===== config.mk =====
export PLATFORM = sky130hd
export DESIGN_NAME = process_table_scheduler_flat
export DESIGN_NICKNAME = d
export VERILOG_FILES = /design/src/sv/pts_pkg.sv /design/src/sv/pts_if.sv /design/src/sv/process_table_scheduler.sv /design/src/flat_wrapper.sv
export SDC_FILE = /design/constraint.sdc
export NUM_CORES = 2
export LEC_CHECK = 0
export BUFFER_PORTS_ARGS = -buffer_cell sky130_fd_sc_hd__buf_4
export CELL_PAD_IN_SITES_DETAIL_PLACEMENT = 1
export CELL_PAD_IN_SITES_GLOBAL_PLACEMENT = 1
export CORE_ASPECT_RATIO = 1.4
export CORE_MARGIN = 3
export CORE_UTILIZATION = 45
export DETAILED_ROUTE_END_ITERATION = 8
export MAX_ROUTING_LAYER = met4
export PLACE_DENSITY = 0.67
export SYNTH_ARGS = -nofsm -noshare
export SYNTH_HDL_FRONTEND = slang
export SYNTH_SLANG_ARGS = --single-unit

===== constraint.sdc =====
create_clock -name i_clk -period 18.23 [get_ports i_clk]
set_input_delay 0.9115 -clock i_clk [delete_from_list [all_inputs] [get_ports i_clk]]
set_output_delay 0.9115 -clock i_clk [all_outputs]
set_load 0.1 [all_outputs]

===== src/sv/pts_pkg.sv =====
// Package of the process table scheduler: codes, state type and slot record.
`timescale 1ns / 1ps
package pts_pkg;

    localparam int NUM_SLOTS_DEF = 16;

    localparam logic [2:0] LS_UNUSED   = 3'd0;
    localparam logic [2:0] LS_SLEEPING = 3'd2;
    localparam logic [2:0] LS_RUNNABLE = 3'd3;
    localparam logic [2:0] LS_RUNNING  = 3'd4;
    localparam logic [2:0] LS_ZOMBIE   = 3'd5;

    localparam logic [2:0] CODE_OK             = 3'd0;
    localparam logic [2:0] CODE_NO_CURRENT     = 3'd1;
    localparam logic [2:0] CODE_FULL           = 3'd2;
    localparam logic [2:0] CODE_NO_CHILDREN    = 3'd3;
    localparam logic [2:0] CODE_NOT_FOUND      = 3'd4;
    localparam logic [2:0] CODE_CHILDREN_ALIVE = 3'd5;

    localparam logic [2:0] ACT_ALLOC    = 3'd0;
    localparam logic [2:0] ACT_FORK     = 3'd1;
    localparam logic [2:0] ACT_EXIT     = 3'd2;
    localparam logic [2:0] ACT_WAIT     = 3'd3;
    localparam logic [2:0] ACT_KILL     = 3'd4;
    localparam logic [2:0] ACT_SLEEP    = 3'd5;
    localparam logic [2:0] ACT_WAKEUP   = 3'd6;
    localparam logic [2:0] ACT_SCHEDULE = 3'd7;

    typedef enum logic [2:0] {
        S_IDLE,
        S_PRE_RD,
        S_PRE_WR,
        S_SCAN,
        S_DONE
    } t_state;

    typedef struct packed {
        logic [2:0]  life;
        logic [15:0] id;
        logic [15:0] parent;
        logic        kill;
        logic [31:0] xcode;
        logic [31:0] chan;
    } t_rec;

endpackage


===== src/sv/pts_if.sv =====
// Handshake interfaces for the action and result channels.
`timescale 1ns / 1ps
interface pts_in_if;
    logic               valid;
    logic               ready;
    logic [2:0]         action;
    logic [15:0]        target_pid;
    logic [31:0]        channel;
    logic signed [31:0] exit_code;
    modport source (output valid, action, target_pid, channel, exit_code, input ready);
    modport sink (input valid, action, target_pid, channel, exit_code, output ready);
endinterface

interface pts_out_if;
    logic               valid;
    logic               ready;
    logic [2:0]         code;
    logic [15:0]        result_pid;
    logic signed [31:0] reaped_status;
    logic [15:0]        current_pid;
    logic               current_killed;
    modport source (output valid, code, result_pid, reaped_status, current_pid,
                    current_killed, input ready);
    modport sink (input valid, code, result_pid, reaped_status, current_pid,
                  current_killed, output ready);
endinterface


===== src/sv/process_table_scheduler.sv =====
// Process table scheduler: slot table in one memory, one slot examined per cycle.
// An action refused for lack of a running task goes straight to the result; alloc,
// fork, wait, kill and wakeup scan up to NUM_SLOTS slots; exit, sleep and schedule
// first read-modify-write the running slot, if any, then scan. One action at a time,
// set by the single read port of the slot memory. Result sits in an output register.
// Reset: synchronous; per-slot valid bits clear the table, no sweep.
`timescale 1ns / 1ps
module process_table_scheduler #(
    parameter int NUM_SLOTS = pts_pkg::NUM_SLOTS_DEF
) (
    input  logic      i_clk,
    input  logic      i_rst_n,
    pts_in_if.sink    i_in,
    pts_out_if.source o_out
);
    localparam int SW = (NUM_SLOTS > 1) ? $clog2(NUM_SLOTS) : 1;
    localparam int CW = SW + 1;
    localparam logic [SW-1:0] LAST_IDX = SW'(NUM_SLOTS - 1);

    pts_pkg::t_rec   r_mem [NUM_SLOTS];
    logic            r_vld [NUM_SLOTS];
    pts_pkg::t_rec   r_rd;
    logic            r_rdv;
    pts_pkg::t_rec   rec;
    logic [SW-1:0]   rd_addr;
    logic            mem_we;
    logic [SW-1:0]   mem_wa;
    pts_pkg::t_rec   mem_wd;

    pts_pkg::t_state r_state, n_state;
    logic [2:0]      r_act, n_act;
    logic [15:0]     r_tgt, n_tgt;
    logic [31:0]     r_chan, n_chan;
    logic [31:0]     r_xc, n_xc;
    logic [SW-1:0]   r_idx, n_idx;
    logic [CW-1:0]   r_cnt, n_cnt;
    logic            r_pv, n_pv;
    logic [SW-1:0]   r_pidx, n_pidx;
    logic            r_have, n_have;
    logic [15:0]     r_nid, n_nid;
    logic [SW-1:0]   r_run, n_run;
    logic            r_run_v, n_run_v;
    logic [SW-1:0]   r_last, n_last;
    logic [15:0]     r_cur_id, n_cur_id;
    logic            r_cur_kill, n_cur_kill;
    logic [2:0]      r_code, n_code;
    logic [15:0]     r_rpid, n_rpid;
    logic [31:0]     r_rstat, n_rstat;
    logic            r_ov, n_ov;
    logic [2:0]      r_ocode, n_ocode;
    logic [15:0]     r_orpid, n_orpid;
    logic [31:0]     r_orstat, n_orstat;
    logic [15:0]     r_ocpid, n_ocpid;
    logic            r_ockill, n_ockill;

    logic            hit;
    logic            exhausted;
    logic            accept;
    logic            need_cur;
    logic            resched;
    logic            out_free;

    assign rec       = r_rdv ? r_rd : '0;
    assign accept    = i_in.valid && i_in.ready;
    assign out_free  = !r_ov || o_out.ready;
    assign exhausted = (r_state == pts_pkg::S_SCAN) && !r_pv && (r_cnt == CW'(NUM_SLOTS));
    assign need_cur  = (i_in.action == pts_pkg::ACT_FORK) || (i_in.action == pts_pkg::ACT_EXIT)
                    || (i_in.action == pts_pkg::ACT_WAIT) || (i_in.action == pts_pkg::ACT_SLEEP);
    assign resched   = (i_in.action == pts_pkg::ACT_EXIT) || (i_in.action == pts_pkg::ACT_SLEEP)
                    || (i_in.action == pts_pkg::ACT_SCHEDULE);

    assign i_in.ready           = (r_state == pts_pkg::S_IDLE);
    assign o_out.valid          = r_ov;
    assign o_out.code           = r_ocode;
    assign o_out.result_pid     = r_orpid;
    assign o_out.reaped_status  = r_orstat;
    assign o_out.current_pid    = r_ocpid;
    assign o_out.current_killed = r_ockill;

    always_comb begin
        hit = 1'b0;
        if (r_state == pts_pkg::S_SCAN && r_pv) begin
            case (r_act)
                pts_pkg::ACT_ALLOC, pts_pkg::ACT_FORK: hit = (rec.life == pts_pkg::LS_UNUSED);
                pts_pkg::ACT_WAIT: hit = (rec.life == pts_pkg::LS_ZOMBIE)
                                       && (rec.parent == r_cur_id);
                pts_pkg::ACT_KILL: hit = (rec.life != pts_pkg::LS_UNUSED) && (rec.id == r_tgt);
                pts_pkg::ACT_WAKEUP: hit = 1'b0;
                default: hit = (rec.life == pts_pkg::LS_RUNNABLE);
            endcase
        end
    end

    always_comb begin
        n_state = r_state;
        case (r_state)
            pts_pkg::S_IDLE: begin
                if (accept) begin
                    if (need_cur && !r_run_v) begin
                        n_state = pts_pkg::S_DONE;
                    end else if (resched && r_run_v) begin
                        n_state = pts_pkg::S_PRE_RD;
                    end else begin
                        n_state = pts_pkg::S_SCAN;
                    end
                end
            end
            pts_pkg::S_PRE_RD: n_state = pts_pkg::S_PRE_WR;
            pts_pkg::S_PRE_WR: n_state = pts_pkg::S_SCAN;
            pts_pkg::S_SCAN: begin
                if (hit || exhausted) begin
                    n_state = pts_pkg::S_DONE;
                end
            end
            pts_pkg::S_DONE: begin
                if (out_free) begin
                    n_state = pts_pkg::S_IDLE;
                end
            end
            default: n_state = pts_pkg::S_IDLE;
        endcase
    end

    always_comb begin
        n_act      = r_act;
        n_tgt      = r_tgt;
        n_chan     = r_chan;
        n_xc       = r_xc;
        n_idx      = r_idx;
        n_cnt      = r_cnt;
        n_pv       = 1'b0;
        n_pidx     = r_pidx;
        n_have     = r_have;
        n_nid      = r_nid;
        n_run      = r_run;
        n_run_v    = r_run_v;
        n_last     = r_last;
        n_cur_id   = r_cur_id;
        n_cur_kill = r_cur_kill;
        n_code     = r_code;
        n_rpid     = r_rpid;
        n_rstat    = r_rstat;
        n_ov       = r_ov && !o_out.ready;
        n_ocode    = r_ocode;
        n_orpid    = r_orpid;
        n_orstat   = r_orstat;
        n_ocpid    = r_ocpid;
        n_ockill   = r_ockill;
        rd_addr    = r_run;
        mem_we     = 1'b0;
        mem_wa     = r_pidx;
        mem_wd     = rec;
        case (r_state)
            pts_pkg::S_IDLE: begin
                if (accept) begin
                    n_act   = i_in.action;
                    n_tgt   = i_in.target_pid;
                    n_chan  = i_in.channel;
                    n_xc    = i_in.exit_code;
                    n_cnt   = '0;
                    n_have  = 1'b0;
                    n_code  = (need_cur && !r_run_v) ? pts_pkg::CODE_NO_CURRENT
                                                     : pts_pkg::CODE_OK;
                    n_rpid  = '0;
                    n_rstat = '0;
                    n_idx   = resched ? ((r_last == LAST_IDX) ? '0 : r_last + 1'b1) : '0;
                end
            end
            pts_pkg::S_PRE_WR: begin
                mem_we = 1'b1;
                mem_wa = r_run;
                case (r_act)
                    pts_pkg::ACT_EXIT: begin
                        mem_wd.life  = pts_pkg::LS_ZOMBIE;
                        mem_wd.xcode = r_xc;
                    end
                    pts_pkg::ACT_SLEEP: begin
                        mem_wd.life = pts_pkg::LS_SLEEPING;
                        mem_wd.chan = r_chan;
                    end
                    default: mem_wd.life = pts_pkg::LS_RUNNABLE;
                endcase
            end
            pts_pkg::S_SCAN: begin
                rd_addr = r_idx;
                if (r_cnt != CW'(NUM_SLOTS)) begin
                    n_pv   = 1'b1;
                    n_pidx = r_idx;
                    n_idx  = (r_idx == LAST_IDX) ? '0 : r_idx + 1'b1;
                    n_cnt  = r_cnt + 1'b1;
                end
                if (r_pv && r_act == pts_pkg::ACT_WAIT && rec.life != pts_pkg::LS_UNUSED
                        && rec.parent == r_cur_id) begin
                    n_have = 1'b1;
                end
                if (r_pv && r_act == pts_pkg::ACT_WAKEUP && rec.life == pts_pkg::LS_SLEEPING
                        && rec.chan == r_chan) begin
                    mem_we      = 1'b1;
                    mem_wd.life = pts_pkg::LS_RUNNABLE;
                    mem_wd.chan = '0;
                end
                if (hit) begin
                    mem_we = 1'b1;
                    case (r_act)
                        pts_pkg::ACT_ALLOC, pts_pkg::ACT_FORK: begin
                            mem_wd.life   = pts_pkg::LS_RUNNABLE;
                            mem_wd.id     = r_nid;
                            mem_wd.parent = (r_act == pts_pkg::ACT_FORK) ? r_cur_id : '0;
                            mem_wd.kill   = 1'b0;
                            mem_wd.xcode  = '0;
                            mem_wd.chan   = '0;
                            n_rpid        = r_nid;
                            n_nid         = (r_nid == 16'hFFFF) ? 16'd1 : r_nid + 16'd1;
                        end
                        pts_pkg::ACT_WAIT: begin
                            mem_wd.life = pts_pkg::LS_UNUSED;
                            mem_wd.id   = '0;
                            n_rpid      = rec.id;
                            n_rstat     = rec.xcode;
                        end
                        pts_pkg::ACT_KILL: begin
                            mem_wd.kill = 1'b1;
                            if (rec.life == pts_pkg::LS_SLEEPING) begin
                                mem_wd.life = pts_pkg::LS_RUNNABLE;
                            end
                            if (r_run_v && r_pidx == r_run) begin
                                n_cur_kill = 1'b1;
                            end
                        end
                        default: begin
                            mem_wd.life = pts_pkg::LS_RUNNING;
                            n_run       = r_pidx;
                            n_last      = r_pidx;
                            n_run_v     = 1'b1;
                            n_cur_id    = rec.id;
                            n_cur_kill  = rec.kill;
                        end
                    endcase
                end else if (exhausted) begin
                    case (r_act)
                        pts_pkg::ACT_ALLOC, pts_pkg::ACT_FORK: n_code = pts_pkg::CODE_FULL;
                        pts_pkg::ACT_WAIT: n_code = r_have ? pts_pkg::CODE_CHILDREN_ALIVE
                                                           : pts_pkg::CODE_NO_CHILDREN;
                        pts_pkg::ACT_KILL: n_code = pts_pkg::CODE_NOT_FOUND;
                        pts_pkg::ACT_WAKEUP: n_code = pts_pkg::CODE_OK;
                        default: n_run_v = 1'b0;
                    endcase
                end
            end
            pts_pkg::S_DONE: begin
                if (out_free) begin
                    n_ov     = 1'b1;
                    n_ocode  = r_code;
                    n_orpid  = r_rpid;
                    n_orstat = r_rstat;
                    n_ocpid  = r_run_v ? r_cur_id : '0;
                    n_ockill = r_run_v && r_cur_kill;
                end
            end
            default: ;
        endcase
    end

    always_ff @(posedge i_clk) begin
        r_rd  <= r_mem[rd_addr];
        r_rdv <= r_vld[rd_addr];
        if (mem_we) begin
            r_mem[mem_wa] <= mem_wd;
        end
    end

    always_ff @(posedge i_clk) begin
        for (int k = 0; k < NUM_SLOTS; k++) begin
            if (!i_rst_n) begin
                r_vld[k] <= 1'b0;
            end else if (mem_we && mem_wa == SW'(k)) begin
                r_vld[k] <= 1'b1;
            end
        end
    end

    always_ff @(posedge i_clk) begin
        if (!i_rst_n) begin
            r_state    <= pts_pkg::S_IDLE;
            r_pv       <= 1'b0;
            r_nid      <= 16'd1;
            r_run      <= '0;
            r_run_v    <= 1'b0;
            r_last     <= '0;
            r_cur_id   <= '0;
            r_cur_kill <= 1'b0;
            r_ov       <= 1'b0;
            r_cnt      <= '0;
        end else begin
            r_state    <= n_state;
            r_pv       <= n_pv;
            r_nid      <= n_nid;
            r_run      <= n_run;
            r_run_v    <= n_run_v;
            r_last     <= n_last;
            r_cur_id   <= n_cur_id;
            r_cur_kill <= n_cur_kill;
            r_ov       <= n_ov;
            r_cnt      <= n_cnt;
        end
    end

    always_ff @(posedge i_clk) begin
        r_act    <= n_act;
        r_tgt    <= n_tgt;
        r_chan   <= n_chan;
        r_xc     <= n_xc;
        r_idx    <= n_idx;
        r_pidx   <= n_pidx;
        r_have   <= n_have;
        r_code   <= n_code;
        r_rpid   <= n_rpid;
        r_rstat  <= n_rstat;
        r_ocode  <= n_ocode;
        r_orpid  <= n_orpid;
        r_orstat <= n_orstat;
        r_ocpid  <= n_ocpid;
        r_ockill <= n_ockill;
    end

    a_we_phase: assert property (@(posedge i_clk) disable iff (!i_rst_n)
        mem_we |-> (r_state == pts_pkg::S_PRE_WR || r_state == pts_pkg::S_SCAN))
        else $error("slot write outside a write phase");
    a_run_written: assert property (@(posedge i_clk) disable iff (!i_rst_n)
        r_run_v |-> r_vld[r_run])
        else $error("running slot never written");
    a_cnt_bound: assert property (@(posedge i_clk) disable iff (!i_rst_n)
        r_cnt <= CW'(NUM_SLOTS))
        else $error("scan count past table depth");
    a_nid_nonzero: assert property (@(posedge i_clk) disable iff (!i_rst_n)
        r_nid != 16'd0)
        else $error("next id is zero");
endmodule

===== src/flat_wrapper.sv =====
// flat-port wrapper written by rule: the top's interface ports become plain ports
module process_table_scheduler_flat 
#(
    parameter int NUM_SLOTS = pts_pkg::NUM_SLOTS_DEF
)
  (i_clk, i_rst_n, i_in_valid, i_in_action, i_in_target_pid, i_in_channel, i_in_exit_code, i_in_ready, o_out_valid, o_out_code, o_out_result_pid, o_out_reaped_status, o_out_current_pid, o_out_current_killed, o_out_ready);
  pts_in_if i_in_i ();
  pts_out_if o_out_i ();
  input  logic i_clk;
  input  logic i_rst_n;
  input wire logic [$bits(i_in_i.valid)-1:0] i_in_valid;
  input wire logic [$bits(i_in_i.action)-1:0] i_in_action;
  input wire logic [$bits(i_in_i.target_pid)-1:0] i_in_target_pid;
  input wire logic [$bits(i_in_i.channel)-1:0] i_in_channel;
  input wire logic [$bits(i_in_i.exit_code)-1:0] i_in_exit_code;
  output wire logic [$bits(i_in_i.ready)-1:0] i_in_ready;
  output wire logic [$bits(o_out_i.valid)-1:0] o_out_valid;
  output wire logic [$bits(o_out_i.code)-1:0] o_out_code;
  output wire logic [$bits(o_out_i.result_pid)-1:0] o_out_result_pid;
  output wire logic [$bits(o_out_i.reaped_status)-1:0] o_out_reaped_status;
  output wire logic [$bits(o_out_i.current_pid)-1:0] o_out_current_pid;
  output wire logic [$bits(o_out_i.current_killed)-1:0] o_out_current_killed;
  input wire logic [$bits(o_out_i.ready)-1:0] o_out_ready;
  assign i_in_i.valid = i_in_valid;
  assign i_in_i.action = i_in_action;
  assign i_in_i.target_pid = i_in_target_pid;
  assign i_in_i.channel = i_in_channel;
  assign i_in_i.exit_code = i_in_exit_code;
  assign i_in_ready = i_in_i.ready;
  assign o_out_valid = o_out_i.valid;
  assign o_out_code = o_out_i.code;
  assign o_out_result_pid = o_out_i.result_pid;
  assign o_out_reaped_status = o_out_i.reaped_status;
  assign o_out_current_pid = o_out_i.current_pid;
  assign o_out_current_killed = o_out_i.current_killed;
  assign o_out_i.ready = o_out_ready;
  process_table_scheduler #(.NUM_SLOTS(NUM_SLOTS)) u_core (.i_clk(i_clk), .i_rst_n(i_rst_n), .i_in(i_in_i), .o_out(o_out_i));
endmodule

==> out/qor.yml <==
clock_tree:
  cts_sinks: 1976
  cts_root_buf: "clkbuf_16"
  clkTransAtPathRegs_ns: 0.06
  postCtsHoldBufs: 0
  cts_resized: 0
  cts_tree: "built"
  clockBufferDepth: 3
  clk_latency_ns: 0.84
  cts_buffers: 184
  post-cts-setup-buffer-count: 0
  htree_num_levels: 4
detailed_routing:
  routed_via_density: 5.932
  wl_per_cell_um: 28.78
  drt_iter0_drc: 3939
  wl_mm: 190.2
  vias: 39200
  drt-pass1-iter-count: 5
  ant_nets: 0
  drc: 0
floorplanning:
  dieArea_um2: 173500
  initial_core_util: 0.4547
  die_x_um: 352.9
  die_h_um: 491.7
  core_um2: 166800
  rows: 177
  io_pins: 157
pwr:
  cellLeakagePower_nw: 28.00
  peakVddDrop_mv: 0.09150
  switchingPower_mw: 2.270
  p_per_area_nw_per_um2: 114.0
  clkPwrFrac: 0.390
  p_comb_frac: 0.071
  swShare: 0.2317
  internal-power_mw: 7.527
  seq_power_share: 0.539
global_routing:
  grt_max_degree: 149
  grt_antenna_before_repair: 4
  overflow: 0
  grt_pass1_vias: 41800
  track_usage: 0.2264
  grt_pass1_wl_mm: 284.5
critical_path:
  path_class: "flip-flop to flip-flop"
  reg2reg_slack_ns: 11.36
  path_buf_inv: 4
  r2r-start: "u_core.r_rdv"
  crit_fanout: 148
  cpMostUsedCell: "buf_4"
  slowest_delay_ns: 0.91
  crit_path_top_delay_cell: "buf_4"
  path_cells: "buf_12 -> nand2_1 -> nor2_1 -> nand3_1 -> nor4_1 -> nand4_1 -> nand2_1 -> a21boi_4 -> buf_4 -> nor3_4 -> buf_4 -> buf_4"
  critPathArrivalTime_ns: 7.31
  crit_start: "u_core.r_rdv"
  critical_path_required_ns: 18.68
  critical-path-top-delay-family: "simple AND/OR/NAND/NOR gates"
  end_kind: "flip-flop"
  rr_worst_depth: 12
  r2r-end: "u_core.r_mem[7][23]"
  start_kind: "flip-flop"
logic_synthesis:
  yosys_warnings: 0
  synth-seq-cells: 1976
  syn_area_um2: 75830
  syn_inst: 4015
  synthesis.nets: 4107
  synth_edf_count: 1826
  yosysSeqAreaShare: 0.7627
  synth_cell_types: 75
  ys.flop_type: "edfxtp_1"
  synth.avg_cell_area_um2: 18.89
  synthArstFlopShare: 0
sta:
  tightest_slew_ns: 1.317
  fin_skew_ns: 0.04364
  finalSetupViolations: 0
  fmax_ghz: 0.1456
  setup_slack_ns: 11.36
  relSlewSlack: 0.1217
  period_minus_slack_ns: 6.868
  finalMaxSlewViolations: 0
  fin_crit_sh: 0.3767
  hold_viol: 0
  rsz0062_at_grt: "false"
  tns_ns: 0
final_layout:
  drive_gt1_frac: 0.2220
  syn2layout_area_growth_pct: 13.30
  fin_util: 0.5152
  nets: 4306
placed_design:
  port-buffer-count: 156
  place_congestion: 0.8176
  hpwl_mm: 102.5
  post-place-ws_ns: 10.97
run_status:
  status: "finished clean"
min_path:
  hold_path_class: "primary input to flip-flop"
  whs_path_depth: 1
  holdPathEnd: "u_core.r_chan[28]"
  hp-start: "i_in_channel[28]"
run:
  drv_cap: 0
==> flip-flops by register name, indices dropped and copies added (netlist names), 3 cells and up <==
name and count:
u_core.r_mem 1600, u_core.r_rd 100, u_core.o_out.reaped_status 32, u_core.r_chan 32
u_core.r_rstat 32, u_core.r_xc 32, u_core.o_out.current_pid 16, u_core.o_out.result_pid 16
u_core.r_cur_id 16, u_core.r_nid 16, u_core.r_rpid 16, u_core.r_tgt 16
u_core.r_vld 16, u_core.r_cnt 5, u_core.r_idx 4, u_core.r_pidx 4
u_core.r_run 4, u_core.o_out.code 3, u_core.r_act 3, u_core.r_code 3
u_core.r_state 3
==> cells by family (layout without fill, tap and decap cells) <==
kind of cell	after synthesis	count (layout)	share of synthesized area
AO/OA/AOI/OAI	515	515	0.04624
XOR/XNOR	34	34	0.003927
adder cells (fa/ha/maj)	5	5	0.0008251
buffers and inverters	286	641	0.01589
flip-flops	1976	1976	0.7627
multiplexers	410	410	0.1208
other	0	1	0
AND/OR/NAND/NOR	789	789	0.04959
==> cells in the final DEF, fill, tap and decap left out, types with 66 or more instances in the layout <==
cell type / n
edfxtp_1: 1826
mux4_2: 404
nand2_1: 359
buf_4: 249
clkbuf_16: 185
dfxtp_1: 149
and2_1: 120
a31oi_1: 110
a211oi_1: 103
o21ai_0: 100
nand3_1: 86
nor2_1: 81
clkbuf_1: 66
==> stage by stage <==
step	instance area, um^2	hold WS [ns]	std cells	total power [mW]
final	85910	0.2629	6608	9.798
after global routing	85910	0.2103	6608	10.13
after CTS	85890	0.1919	6606	9.889
after detailed placement	79900	0.4051	6264	6.078
after global placement	79900	0.4001	6264	6.050
after floorplan	75830	0.4003	4015	5.784
==> cell type report <==
cell class	instances	area, um^2
fill	14980	80850
sequential	1976	57840
multi-input combinational	1753	17000
clock buffer	269	5125
tap	2237	2799
timing repair buffer	262	2130
clock inverter	73	870.8
inverter	37	141.4
antenna	1	2.502
==> power groups by stage <==
stage | registers [mW] | clock network, mW | logic, mW
after floorplan | 5.39 | 0 | 0.389
after global placement | 5.37 | 0 | 0.679
after detailed placement | 5.38 | 0 | 0.699
after CTS | 5.28 | 3.91 | 0.701
after global routing | 5.29 | 4.09 | 0.751
final | 5.28 | 3.82 | 0.692
==> worst max path at each step <==
stage	endpoint	slack, ns	depth (start not counted)
after floorplan	u_core.r_mem[3][0]	8.38	10
after global placement	u_core.r_mem[7][21]	11.15	12
after detailed placement	u_core.r_mem[7][21]	10.97	12
after CTS	u_core.r_mem[7][97]	10.96	12
after global routing	u_core.r_mem[7][91]	11.09	12
final	u_core.r_mem[7][23]	11.36	12
==> Yosys cell counts (27+ instances only) <==
| master | instances | area share |
|---|---|---|
| dfxtp_1 | 150 | 0.040 |
| clkbuf_1 | 159 | 0.0079 |
| nor2_1 | 82 | 0.0041 |
| nand3_1 | 86 | 0.0057 |
| mux4_2 | 404 | 0.12 |
| edfxtp_1 | 1826 | 0.72 |
| a21oi_1 | 43 | 0.0028 |
| nand2_1 | 360 | 0.018 |
| a31oi_1 | 110 | 0.0091 |
| o21ai_0 | 109 | 0.0072 |
| a211oi_1 | 104 | 0.010 |
| buf_2 | 45 | 0.0030 |
| inv_1 | 36 | 0.0018 |
| a32o_1 | 49 | 0.0065 |
| nor3_1 | 47 | 0.0031 |
| buf_1 | 27 | 0.0013 |
| and2_1 | 120 | 0.0099 |
==> metal layers <==
| metal | up-vias | part of all wire | GRT usage |
|---|---|---|---|
| li1 | 16640 | - | - |
| met1 | 21180 | 0.43 | 0.3046 |
| met2 | 1122 | 0.50 | 0.3690 |
| met3 | 259 | 0.050 | 0.03042 |
| met4 | 0 | 0.022 | 0.05683 |
| met5 | - | 0 | - |
Note: power is estimated with default switching activity, not from simulation.
